[config.mk]
export PLATFORM = sky130hd
export DESIGN_NAME = calendar_date_day_adder
export DESIGN_NICKNAME = d
export VERILOG_FILES = /design/src/design/cdda_pkg.sv /design/src/design/calendar_date_day_adder.sv /design/src/design/cdda_seq.sv /design/src/design/cdda_dp.sv
export SDC_FILE = /design/constraint.sdc
export NUM_CORES = 1
export LEC_CHECK = 0
export ABC_CLOCK_PERIOD_IN_PS = 7700
export BUFFER_PORTS_ARGS = -buffer_cell sky130_fd_sc_hd__buf_4
export CELL_PAD_IN_SITES_DETAIL_PLACEMENT = 1
export CELL_PAD_IN_SITES_GLOBAL_PLACEMENT = 1
export CORE_MARGIN = 3
export CORE_UTILIZATION = 47
export CTS_BUF_LIST = sky130_fd_sc_hd__clkbuf_16
export DETAILED_ROUTE_END_ITERATION = 8
export PLACE_DENSITY_LB_ADDON = 0.12
export SLEW_MARGIN = 25
export SYNTH_ARGS = -nofsm -noshare
export SYNTH_HDL_FRONTEND = slang
export SYNTH_HIERARCHICAL = 1
export SYNTH_SLANG_ARGS = --single-unit
[constraint.sdc]
create_clock -name i_clk -period 7.7 [get_ports i_clk]
set_clock_uncertainty 0.2 [all_clocks]
set_input_delay 0.77 -clock i_clk [delete_from_list [all_inputs] [get_ports i_clk]]
set_output_delay 0.77 -clock i_clk [all_outputs]
set_load 0.01 [all_outputs]
[src/design/cdda_pkg.sv]
// Shared widths, codes, types and calendar functions for the date day adder.
`timescale 1ns / 1ps
package cdda_pkg;

    // Field widths
    localparam int YEAR_W   = 14;
    localparam int MONTH_W  = 4;
    localparam int DAY_W    = 5;
    localparam int COUNT_W  = 20;
    localparam int STATUS_W = 2;
    localparam int CYC_W    = 9;   // year position inside the 400-year cycle

    // Calendar constants
    localparam int YEAR_MAX       = 9999;
    localparam int LEAP_CYCLE     = 400;
    localparam int CENTURY        = 100;
    localparam int DAYS_YEAR      = 365;
    localparam int DAYS_LEAP_YEAR = 366;
    localparam int MONTHS         = 12;
    localparam int FEB            = 2;
    localparam int FEB_LEAP_DAY   = 29;

    // Result status codes
    typedef logic [STATUS_W-1:0] t_status;
    localparam t_status ST_OK       = 2'd0;
    localparam t_status ST_INVALID  = 2'd1;
    localparam t_status ST_OVERFLOW = 2'd2;

    // Command codes
    localparam logic OPC_LOAD = 1'b0;
    localparam logic OPC_ADD  = 1'b1;

    // Datapath micro-operations
    typedef logic [2:0] t_op;
    localparam t_op OP_NOP       = 3'd0;
    localparam t_op OP_LATCH     = 3'd1;
    localparam t_op OP_DAY       = 3'd2;
    localparam t_op OP_YEAR      = 3'd3;
    localparam t_op OP_ADD_DONE  = 3'd4;
    localparam t_op OP_MOD       = 3'd5;
    localparam t_op OP_LOAD_DONE = 3'd6;

    // Datapath condition flags
    typedef struct packed {
        logic is_load;
        logic not_feb29;
        logic year_exit;
        logic day_exit;
        logic acc_lt_cycle;
    } t_flags;

    // Committed date and status of a finished request
    typedef struct packed {
        logic [YEAR_W-1:0]  year;
        logic [MONTH_W-1:0] month;
        logic [DAY_W-1:0]   day;
        t_status            status;
    } t_result;

    // Leap year from the year position in the 400-year cycle
    function automatic logic f_leap(input logic [CYC_W-1:0] q);
        logic century;
        century = (q == CYC_W'(CENTURY)) || (q == CYC_W'(2 * CENTURY)) ||
                  (q == CYC_W'(3 * CENTURY));
        return (q[1:0] == 2'b00) && !century;
    endfunction

    // Days in a month
    function automatic logic [DAY_W-1:0] f_month_len(input logic [MONTH_W-1:0] m,
                                                     input logic leap);
        logic [DAY_W-1:0] len;
        unique case (m)
            4'd4, 4'd6, 4'd9, 4'd11: len = 5'd30;
            4'd2:                    len = leap ? 5'd29 : 5'd28;
            default:                 len = 5'd31;
        endcase
        return len;
    endfunction

endpackage

[src/design/calendar_date_day_adder.sv]
// Top level of the calendar date day adder: handshakes, sequencer, datapath.
//
//  channel  | direction | handshake          | payload
//  ---------+-----------+--------------------+-------------------------------------------
//  request  | in        | i_valid / o_ready  | i_opcode i_year_in i_month_in i_day_in
//           |           |                    | i_day_count
//  result   | out       | o_valid / i_ready  | o_year_out o_month_out o_day_out o_status
//
//  Load: runs the mod-400 subtract loop on year_in to find its place in the 400-year cycle.
//  Add: skips whole years, then steps single days, one year
//  or one day per cycle in the sequencer loops.
//  One request at a time; o_ready is high while the sequencer sits in its idle step.
//  Reset sets the stored date to year 1, January 1 and clears the result valid flag.
//  A full result register holds the sequencer at its write-back step.
`timescale 1ns / 1ps
module calendar_date_day_adder (
    input  logic                            i_clk,
    input  logic                            i_rst_n,
    input  logic                            i_valid,
    output logic                            o_ready,
    input  logic                            i_opcode,
    input  logic [cdda_pkg::YEAR_W-1:0]     i_year_in,
    input  logic [cdda_pkg::MONTH_W-1:0]    i_month_in,
    input  logic [cdda_pkg::DAY_W-1:0]      i_day_in,
    input  logic [cdda_pkg::COUNT_W-1:0]    i_day_count,
    output logic                            o_valid,
    input  logic                            i_ready,
    output logic [cdda_pkg::YEAR_W-1:0]     o_year_out,
    output logic [cdda_pkg::MONTH_W-1:0]    o_month_out,
    output logic [cdda_pkg::DAY_W-1:0]      o_day_out,
    output logic [cdda_pkg::STATUS_W-1:0]   o_status
);
    import cdda_pkg::*;

    t_op      op;
    t_flags   flags;
    t_result  result;
    logic     done;
    logic     idle;
    logic     start;
    logic     out_busy;
    logic     r_out_valid;
    t_result  r_out;

    assign o_ready  = idle;
    assign start    = i_valid && idle;
    assign out_busy = r_out_valid && !i_ready;

    cdda_seq u_seq (
        .i_clk      (i_clk),
        .i_rst_n    (i_rst_n),
        .i_start    (start),
        .i_out_busy (out_busy),
        .i_flags    (flags),
        .o_op       (op),
        .o_idle     (idle)
    );

    cdda_dp u_dp (
        .i_clk       (i_clk),
        .i_rst_n     (i_rst_n),
        .i_op        (op),
        .i_opcode    (i_opcode),
        .i_year_in   (i_year_in),
        .i_month_in  (i_month_in),
        .i_day_in    (i_day_in),
        .i_day_count (i_day_count),
        .o_flags     (flags),
        .o_done      (done),
        .o_result    (result)
    );

    // Result register valid flag
    always_ff @(posedge i_clk) begin
        if (!i_rst_n) begin
            r_out_valid <= 1'b0;
        end else if (done) begin
            r_out_valid <= 1'b1;
        end else if (i_ready) begin
            r_out_valid <= 1'b0;
        end
    end

    // Capture the result payload
    always_ff @(posedge i_clk) begin
        if (done) begin
            r_out <= result;
        end
    end

    assign o_valid     = r_out_valid;
    assign o_year_out  = r_out.year;
    assign o_month_out = r_out.month;
    assign o_day_out   = r_out.day;
    assign o_status    = r_out.status;

endmodule

[src/design/cdda_seq.sv]
// Microcode sequencer: step counter, control ROM and conditional jumps.
`timescale 1ns / 1ps
module cdda_seq (
    input  logic            i_clk,
    input  logic            i_rst_n,
    input  logic            i_start,
    input  logic            i_out_busy,
    input  cdda_pkg::t_flags i_flags,
    output cdda_pkg::t_op   o_op,
    output logic            o_idle
);
    import cdda_pkg::*;

    // Condition select codes
    localparam logic [2:0] C_NO_START  = 3'd0;
    localparam logic [2:0] C_IS_LOAD   = 3'd1;
    localparam logic [2:0] C_NOT_FEB29 = 3'd2;
    localparam logic [2:0] C_YEAR_EXIT = 3'd3;
    localparam logic [2:0] C_DAY_EXIT  = 3'd4;
    localparam logic [2:0] C_OUT_BUSY  = 3'd5;
    localparam logic [2:0] C_ACC_LT    = 3'd6;

    // Step addresses
    localparam logic [2:0] A_IDLE     = 3'd0;
    localparam logic [2:0] A_DISPATCH = 3'd1;
    localparam logic [2:0] A_FEB      = 3'd2;
    localparam logic [2:0] A_YEARS    = 3'd3;
    localparam logic [2:0] A_DAYS     = 3'd4;
    localparam logic [2:0] A_ADD_WB   = 3'd5;
    localparam logic [2:0] A_MOD      = 3'd6;
    localparam logic [2:0] A_LOAD_WB  = 3'd7;

    // Control word: when the condition holds, jump and skip the op;
    // otherwise run the op and go to the next address.
    typedef struct packed {
        t_op        op;
        logic [2:0] cond;
        logic [2:0] jmp;
        logic [2:0] nxt;
    } t_uword;

    function automatic t_uword f_rom(input logic [2:0] a);
        t_uword w;
        unique case (a)
            A_IDLE:     w = '{OP_LATCH,     C_NO_START,  A_IDLE,    A_DISPATCH};
            A_DISPATCH: w = '{OP_NOP,       C_IS_LOAD,   A_MOD,     A_FEB};
            A_FEB:      w = '{OP_DAY,       C_NOT_FEB29, A_YEARS,   A_YEARS};
            A_YEARS:    w = '{OP_YEAR,      C_YEAR_EXIT, A_DAYS,    A_YEARS};
            A_DAYS:     w = '{OP_DAY,       C_DAY_EXIT,  A_ADD_WB,  A_DAYS};
            A_ADD_WB:   w = '{OP_ADD_DONE,  C_OUT_BUSY,  A_ADD_WB,  A_IDLE};
            A_MOD:      w = '{OP_MOD,       C_ACC_LT,    A_LOAD_WB, A_MOD};
            A_LOAD_WB:  w = '{OP_LOAD_DONE, C_OUT_BUSY,  A_LOAD_WB, A_IDLE};
        endcase
        return w;
    endfunction

    logic [2:0] r_pc;
    logic [2:0] n_pc;
    t_uword     word;
    logic       cond_true;

    // Fetch and evaluate the condition
    always_comb begin
        word = f_rom(r_pc);
        unique case (word.cond)
            C_NO_START:  cond_true = !i_start;
            C_IS_LOAD:   cond_true = i_flags.is_load;
            C_NOT_FEB29: cond_true = i_flags.not_feb29;
            C_YEAR_EXIT: cond_true = i_flags.year_exit;
            C_DAY_EXIT:  cond_true = i_flags.day_exit;
            C_OUT_BUSY:  cond_true = i_out_busy;
            C_ACC_LT:    cond_true = i_flags.acc_lt_cycle;
            default:     cond_true = 1'b1;
        endcase
        n_pc = cond_true ? word.jmp : word.nxt;
        o_op = cond_true ? OP_NOP : word.op;
    end

    assign o_idle = (r_pc == A_IDLE);

    // Advance the step counter
    always_ff @(posedge i_clk) begin
        if (!i_rst_n) begin
            r_pc <= A_IDLE;
        end else begin
            r_pc <= n_pc;
        end
    end

endmodule

[src/design/cdda_dp.sv]
// Date datapath: working date, day count, year-cycle tracking and stored date.
`timescale 1ns / 1ps
module cdda_dp (
    input  logic                            i_clk,
    input  logic                            i_rst_n,
    input  cdda_pkg::t_op                   i_op,
    input  logic                            i_opcode,
    input  logic [cdda_pkg::YEAR_W-1:0]     i_year_in,
    input  logic [cdda_pkg::MONTH_W-1:0]    i_month_in,
    input  logic [cdda_pkg::DAY_W-1:0]      i_day_in,
    input  logic [cdda_pkg::COUNT_W-1:0]    i_day_count,
    output cdda_pkg::t_flags                o_flags,
    output logic                            o_done,
    output cdda_pkg::t_result               o_result
);
    import cdda_pkg::*;

    localparam int WY_W = YEAR_W + 1;

    // Working registers
    logic               r_is_load;
    logic [WY_W-1:0]    r_y;
    logic [MONTH_W-1:0] r_m;
    logic [DAY_W-1:0]   r_d;
    logic [CYC_W-1:0]   r_q;
    logic [YEAR_W-1:0]  r_acc;
    logic [COUNT_W-1:0] r_n;
    logic               r_over;

    // Stored date
    logic [YEAR_W-1:0]  r_cur_year;
    logic [MONTH_W-1:0] r_cur_month;
    logic [DAY_W-1:0]   r_cur_day;
    logic [CYC_W-1:0]   r_cur_q;

    logic               n_is_load;
    logic [WY_W-1:0]    n_y;
    logic [MONTH_W-1:0] n_m;
    logic [DAY_W-1:0]   n_d;
    logic [CYC_W-1:0]   n_q;
    logic [YEAR_W-1:0]  n_acc;
    logic [COUNT_W-1:0] n_n;
    logic               n_over;
    logic [YEAR_W-1:0]  n_cur_year;
    logic [MONTH_W-1:0] n_cur_month;
    logic [DAY_W-1:0]   n_cur_day;
    logic [CYC_W-1:0]   n_cur_q;
    t_status            res_status;

    logic               leap_now;
    logic [CYC_W-1:0]   q_inc;
    logic [DAY_W-1:0]   mlen;
    logic               month_end;
    logic               roll_year;
    logic [WY_W-1:0]    y_inc;
    logic               inc_over;
    logic [WY_W-1:0]    ds_y;
    logic [MONTH_W-1:0] ds_m;
    logic [DAY_W-1:0]   ds_d;
    logic [CYC_W-1:0]   ds_q;
    logic               has_leap;
    logic [COUNT_W-1:0] ys_n;
    logic [CYC_W-1:0]   q_in;
    logic [DAY_W-1:0]   ld_len;
    logic               ld_ok;

    // Single-day and whole-year step logic
    always_comb begin
        leap_now  = f_leap(r_q);
        q_inc     = (r_q == CYC_W'(LEAP_CYCLE - 1)) ? '0 : r_q + CYC_W'(1);
        mlen      = f_month_len(r_m, leap_now);
        month_end = (r_d >= mlen);
        roll_year = month_end && (r_m >= MONTH_W'(MONTHS));
        y_inc     = r_y + WY_W'(1);
        inc_over  = (y_inc > WY_W'(YEAR_MAX));

        ds_d = month_end ? DAY_W'(1) : r_d + DAY_W'(1);
        ds_m = !month_end ? r_m : (roll_year ? MONTH_W'(1) : r_m + MONTH_W'(1));
        ds_y = roll_year ? y_inc : r_y;
        ds_q = roll_year ? q_inc : r_q;

        // The next Feb 29 lies in this year or the next one
        has_leap = (r_m <= MONTH_W'(FEB)) ? leap_now : f_leap(q_inc);
        ys_n     = r_n - (has_leap ? COUNT_W'(DAYS_LEAP_YEAR) : COUNT_W'(DAYS_YEAR));

        // Load validation
        q_in   = r_acc[CYC_W-1:0];
        ld_len = f_month_len(r_m, f_leap(q_in));
        ld_ok  = (r_y != '0) && (r_y <= WY_W'(YEAR_MAX)) &&
                 (r_m >= MONTH_W'(1)) && (r_m <= MONTH_W'(MONTHS)) &&
                 (r_d >= DAY_W'(1)) && (r_d <= ld_len);
    end

    // Condition flags for the sequencer
    always_comb begin
        o_flags.is_load      = r_is_load;
        o_flags.not_feb29    = !((r_n != '0) && (r_m == MONTH_W'(FEB)) &&
                                 (r_d == DAY_W'(FEB_LEAP_DAY)));
        o_flags.year_exit    = r_over || (r_n < COUNT_W'(DAYS_LEAP_YEAR));
        o_flags.day_exit     = r_over || (r_n == '0);
        o_flags.acc_lt_cycle = (r_acc < YEAR_W'(LEAP_CYCLE));
    end

    // Execute the micro-operation
    always_comb begin
        n_is_load   = r_is_load;
        n_y         = r_y;
        n_m         = r_m;
        n_d         = r_d;
        n_q         = r_q;
        n_acc       = r_acc;
        n_n         = r_n;
        n_over      = r_over;
        n_cur_year  = r_cur_year;
        n_cur_month = r_cur_month;
        n_cur_day   = r_cur_day;
        n_cur_q     = r_cur_q;
        res_status  = ST_OK;
        o_done      = 1'b0;
        unique case (i_op)
            OP_NOP: begin
            end
            OP_LATCH: begin
                n_is_load = (i_opcode == OPC_LOAD);
                n_y       = (i_opcode == OPC_LOAD) ? {1'b0, i_year_in} : {1'b0, r_cur_year};
                n_m       = (i_opcode == OPC_LOAD) ? i_month_in : r_cur_month;
                n_d       = (i_opcode == OPC_LOAD) ? i_day_in : r_cur_day;
                n_q       = r_cur_q;
                n_acc     = i_year_in;
                n_n       = i_day_count;
                n_over    = 1'b0;
            end
            OP_DAY: begin
                n_y    = ds_y;
                n_m    = ds_m;
                n_d    = ds_d;
                n_q    = ds_q;
                n_n    = r_n - COUNT_W'(1);
                n_over = roll_year && inc_over;
            end
            OP_YEAR: begin
                n_y    = y_inc;
                n_q    = q_inc;
                n_n    = ys_n;
                n_over = inc_over;
            end
            OP_MOD: begin
                n_acc = r_acc - YEAR_W'(LEAP_CYCLE);
            end
            OP_ADD_DONE: begin
                o_done = 1'b1;
                if (r_over) begin
                    res_status = ST_OVERFLOW;
                end else begin
                    n_cur_year  = r_y[YEAR_W-1:0];
                    n_cur_month = r_m;
                    n_cur_day   = r_d;
                    n_cur_q     = r_q;
                end
            end
            OP_LOAD_DONE: begin
                o_done = 1'b1;
                if (ld_ok) begin
                    n_cur_year  = r_y[YEAR_W-1:0];
                    n_cur_month = r_m;
                    n_cur_day   = r_d;
                    n_cur_q     = q_in;
                end else begin
                    res_status = ST_INVALID;
                end
            end
            default: begin
            end
        endcase
        o_result.year   = n_cur_year;
        o_result.month  = n_cur_month;
        o_result.day    = n_cur_day;
        o_result.status = res_status;
    end

    // Hold the stored date; reset to year 1, January 1
    always_ff @(posedge i_clk) begin
        if (!i_rst_n) begin
            r_cur_year  <= YEAR_W'(1);
            r_cur_month <= MONTH_W'(1);
            r_cur_day   <= DAY_W'(1);
            r_cur_q     <= CYC_W'(1);
        end else begin
            r_cur_year  <= n_cur_year;
            r_cur_month <= n_cur_month;
            r_cur_day   <= n_cur_day;
            r_cur_q     <= n_cur_q;
        end
    end

    // Working registers
    always_ff @(posedge i_clk) begin
        r_is_load <= n_is_load;
        r_y       <= n_y;
        r_m       <= n_m;
        r_d       <= n_d;
        r_q       <= n_q;
        r_acc     <= n_acc;
        r_n       <= n_n;
        r_over    <= n_over;
    end

endmodule

==> results.md <==
- Synthesis Warnings: 6
- Post-CTS Repair Setup Buffers: 0
- Die area: 19170 sq um
- Critical Path RT: 7640 ps
- Max Clk Rate: ~150 MHz
- Worst min-delay path class: flop to flop
- RSZ-0062 raised after global routing: false
- Num CTS Buffers: 17
- First-pass DRT Iterations: 5
- Share of layout cells above drive strength 1: 0.1680
- WHS Path Cells: 2
- EDFF count, synth: 94
- Main combinational cell family by area after synthesis: simple AND/OR/NAND/NOR gates
- Mux share of post-synthesis cell area: 0.1032
- Clock Sinks: 142
- Global-route wire length before repair: 37500 microns
- Post-synth top area share: 0.3424
- Initial Util: 0.4885
- #FFs+latches synth: 142
- Chip Width: 138.4 microns
- Core area: 16880 sq um
- Largest cells by area after synthesis: edfxtp_1 34%, dfxtp_1 12%, mux2i_1 6.4%
- DIE HEIGHT: 138.4 microns
- Delay-heaviest family, CP: simple AND/OR/NAND/NOR gates
- Critical path fanouts, max: 11
- Vias/cell: 5.952
- TritonCTS clock tree: yes
- WL final: about 24000 microns
- Post-Synth XOR/XNOR Area: 0.04674
- Initial antenna violation count: 0
- Rows: 47
- Buffers on Ports: 74
- H-tree levels: 4
- Power Density: 396.2 nW/um^2
- Status: complete, no violations
- Ports: 75
- Via count: 6625
- Fin area: 9487 sq um
- Gates resized, CTS repair: 0
- Biggest area consumer among synthesized cells: edfxtp_1
- Avg WL per Cell: 21.21 microns
- Clock transition at the registers of the reported paths: 60 ps
- Worst slew pin tran: 950.0 ps
- FF-to-FF setup slack: 1210 ps
- Pre-CTS WS: 1305 ps
- Mapped Nets: 907
- Crit end category: flop
- Worst Reg2Reg Path Length in Cells: 22
- # Max-Cap Violations: 0
- Max-slew violation count: 0
- GR Overflow Total: 0
- Async SR Flop Fraction: 0
- Critical R2R Launch: u_dp/r_n[14]
- Hold Vio Cnt, Final: 0
- Top FF cell, synth: edfxtp_1
- Hold path start: u_dp/r_cur_day[2]
- Post-synthesis adder-cell area fraction: 0.04492
- LEAKAGE: 0.003831 uW
- Area Growth Syn to Fin: 15.07%
- Area of placed instances: 8907 sq um
- Slew margin rel.: 0.3651
- Setup-failing EPs final: 0
- Netlist cell types: 65
- Buf/Inv on CP: 2
- Root buf cell: clkbuf_16
- Final net count: 957
- GP Congestion: 0.8558
- Final antenna-violating net count: 0
- Worst Slack Setup Final: 1212 ps
- DP Wirelength: 16260 microns
- Crit path kind: flop to flop
- CTS Hold Bufs: 0
- Compound-Gate Fraction of Synth Area: 0.1238
- Sequential share of the synthesized area: 0.4589
- Type of origin of the critical path: flop
- Worst stage delay on the critical path: 630 ps
- Power, Total: between 3000 and 4000 uW
- Cell Area, Synth: 8244 sq um
- Largest net degree at the start of global routing: 62
- Cells after synthesis: 830
- Clock latency on the worst-skew pair: 430 ps
- Simple-gate share of the synthesized area: 0.1817
- CP max-delay cell: mux4_2
- Total Routing Usage GR: 0.2455
- Final TNS setup: 0 ps
- Maximum VDD drop: 0.1904 mV
- CP Depth: 22
- # diodes: 0
- Critical-path cell list: or3_1 > or4_1 > nor3_1 > nand4_1 > nand4_1 > a21oi_1 > mux4_2 > and2_1 > inv_1 > nor2_2 > nand2_1 > nor3b_1 > a21oi_1 > ha_1 > inv_1 > fa_1 > a21o_1 > a221o_1 > o21ai_0 > nand3_1 > xor2_1 > o21ai_0
- Vias in the first global route: about 7000
- Clock tree buffer depth: 2
- Synth Area per Inst: 9.933 sq um
- DR iter-0 viols: 475
- Hold Path End: u_dp/r_cur_day[2]
- Crit Reg-Reg Endpoint: u_dp/r_n[12]
- WP data arrival: 6430 ps
- Final period utilization: 0.8426
- Remaining DRCs: 0
- Min cycle time layout: 6488 ps
[metrics by stage]
step           instances  hold slack (ps)  utilization
2_1_floorplan        830            238.3            -
3_3_place_gp        1080            252.9       0.5266
3_5_place_dp        1081            265.6       0.5278
4_1_cts             1113            280.0       0.5619
5_1_grt             1113            288.5       0.5621
6_report            1113            279.7       0.5621
[worst max path at each step]
stage | from | to | slack (ps)
6_report | u_dp/r_n[14] | u_dp/r_n[12] | 1210
5_1_grt | u_dp/r_n[14] | u_dp/r_n[12] | 730
4_1_cts | u_dp/r_n[14] | u_dp/r_n[12] | 1230
3_5_place_dp | u_dp/r_n[14] | u_dp/r_n[12] | 1300
3_3_place_gp | u_dp/r_n[14] | u_dp/r_n[12] | 1560
2_1_floorplan | u_dp/r_n[14] | u_dp/r_n[12] | 2090
[cell families (layout without fill, tap and decap cells)]
| group | after synthesis | in the layout |
|---|---|---|
| AO/OA/AOI/OAI | 159 | 159 |
| XOR/XNOR | 44 | 44 |
| adder cells (fa/ha/maj) | 29 | 29 |
| buffers and inverters | 76 | 139 |
| flip-flops | 142 | 142 |
| multiplexers | 76 | 76 |
| AND/OR/NAND/NOR | 304 | 304 |
[final cells by class]
| type | count | area [sq um] |
|---|---|---|
| Inverter | 29 | 108.9 |
| Multi-Input combinational cell | 612 | 4144 |
| Tap cell | 220 | 275.3 |
| Timing Repair Buffer | 78 | 598.1 |
| Clock buffer | 20 | 500.5 |
| Fill cell | 1893 | 7391 |
| Sequential cell | 142 | 3784 |
| Clock inverter | 12 | 76.32 |
[worst reg2reg max path: stages (launching register included)]
cell and delay (ps):
edfxtp_1 430, or3_1 450, or4_1 470, nor3_1 260, nand4_1 170, nand4_1 130, a21oi_1 80, mux4_2 630
and2_1 350, inv_1 220, nor2_2 130, nand2_1 220, nor3b_1 90, a21oi_1 330, ha_1 250, inv_1 60
fa_1 410, a21o_1 190, a221o_1 350, o21ai_0 390, nand3_1 150, xor2_1 150, o21ai_0 100
[report_power, final]
part / total (uW) / internal [uW] / switching (uW)
combinational: 1440 / 535 / 905
clock: 810 / 470 / 341
sequential: 1510 / 1180 / 333
[state kept, by name (all words and copies together) (netlist names), 9 cells and up]
name             cells
u_dp/r_y            15
u_dp/r_n            20
u_dp/r_acc          14
u_seq/word          12
o_year_out          14
u_dp/r_cur_q         9
u_dp/r_q             9
u_dp/r_cur_year     14
[synthesized netlist by cell type (22+ instances only)]
cell / n
xor2_1: 22
a21oi_1: 22
nor2_1: 38
mux2i_1: 53
o21ai_0: 71
ha_1: 28
xnor2_1: 22
dfxtp_1: 48
inv_1: 28
nand3_1: 27
edfxtp_1: 94
clkbuf_1: 31
nand2_1: 126
[placed cells by master, fill, tap and decap left out, types with 6 or more instances in the layout]
cell,instances
buf_4,77
or3_1,11
mux2_2,8
a21oi_1,21
mux2i_1,53
and2_1,12
mux2_4,12
xor2_1,22
dfxtp_1,48
nand2b_1,12
and3_1,9
nand3b_1,6
a31oi_1,13
nand2_1,126
nor3_1,12
clkbuf_16,20
nor4_1,10
o31ai_1,6
o21ai_0,71
edfxtp_1,94
inv_1,29
or2_2,7
nor2_1,37
o211a_1,8
or4_1,6
nand3_1,27
ha_1,28
o211ai_1,7
nor2b_1,6
xnor2_1,22
[per-layer routing]
metal / vias to the layer above / GRT usage / wire [microns]
li1: 3103 / - / -
met1: 3260 / 0.3225 / 10280
met2: 214 / 0.3988 / 11350
met3: 48 / 0.04834 / 1294
met4: 0 / 0.1024 / 682
met5: - / 0 / 0
(Power assumes the default switching activity.)
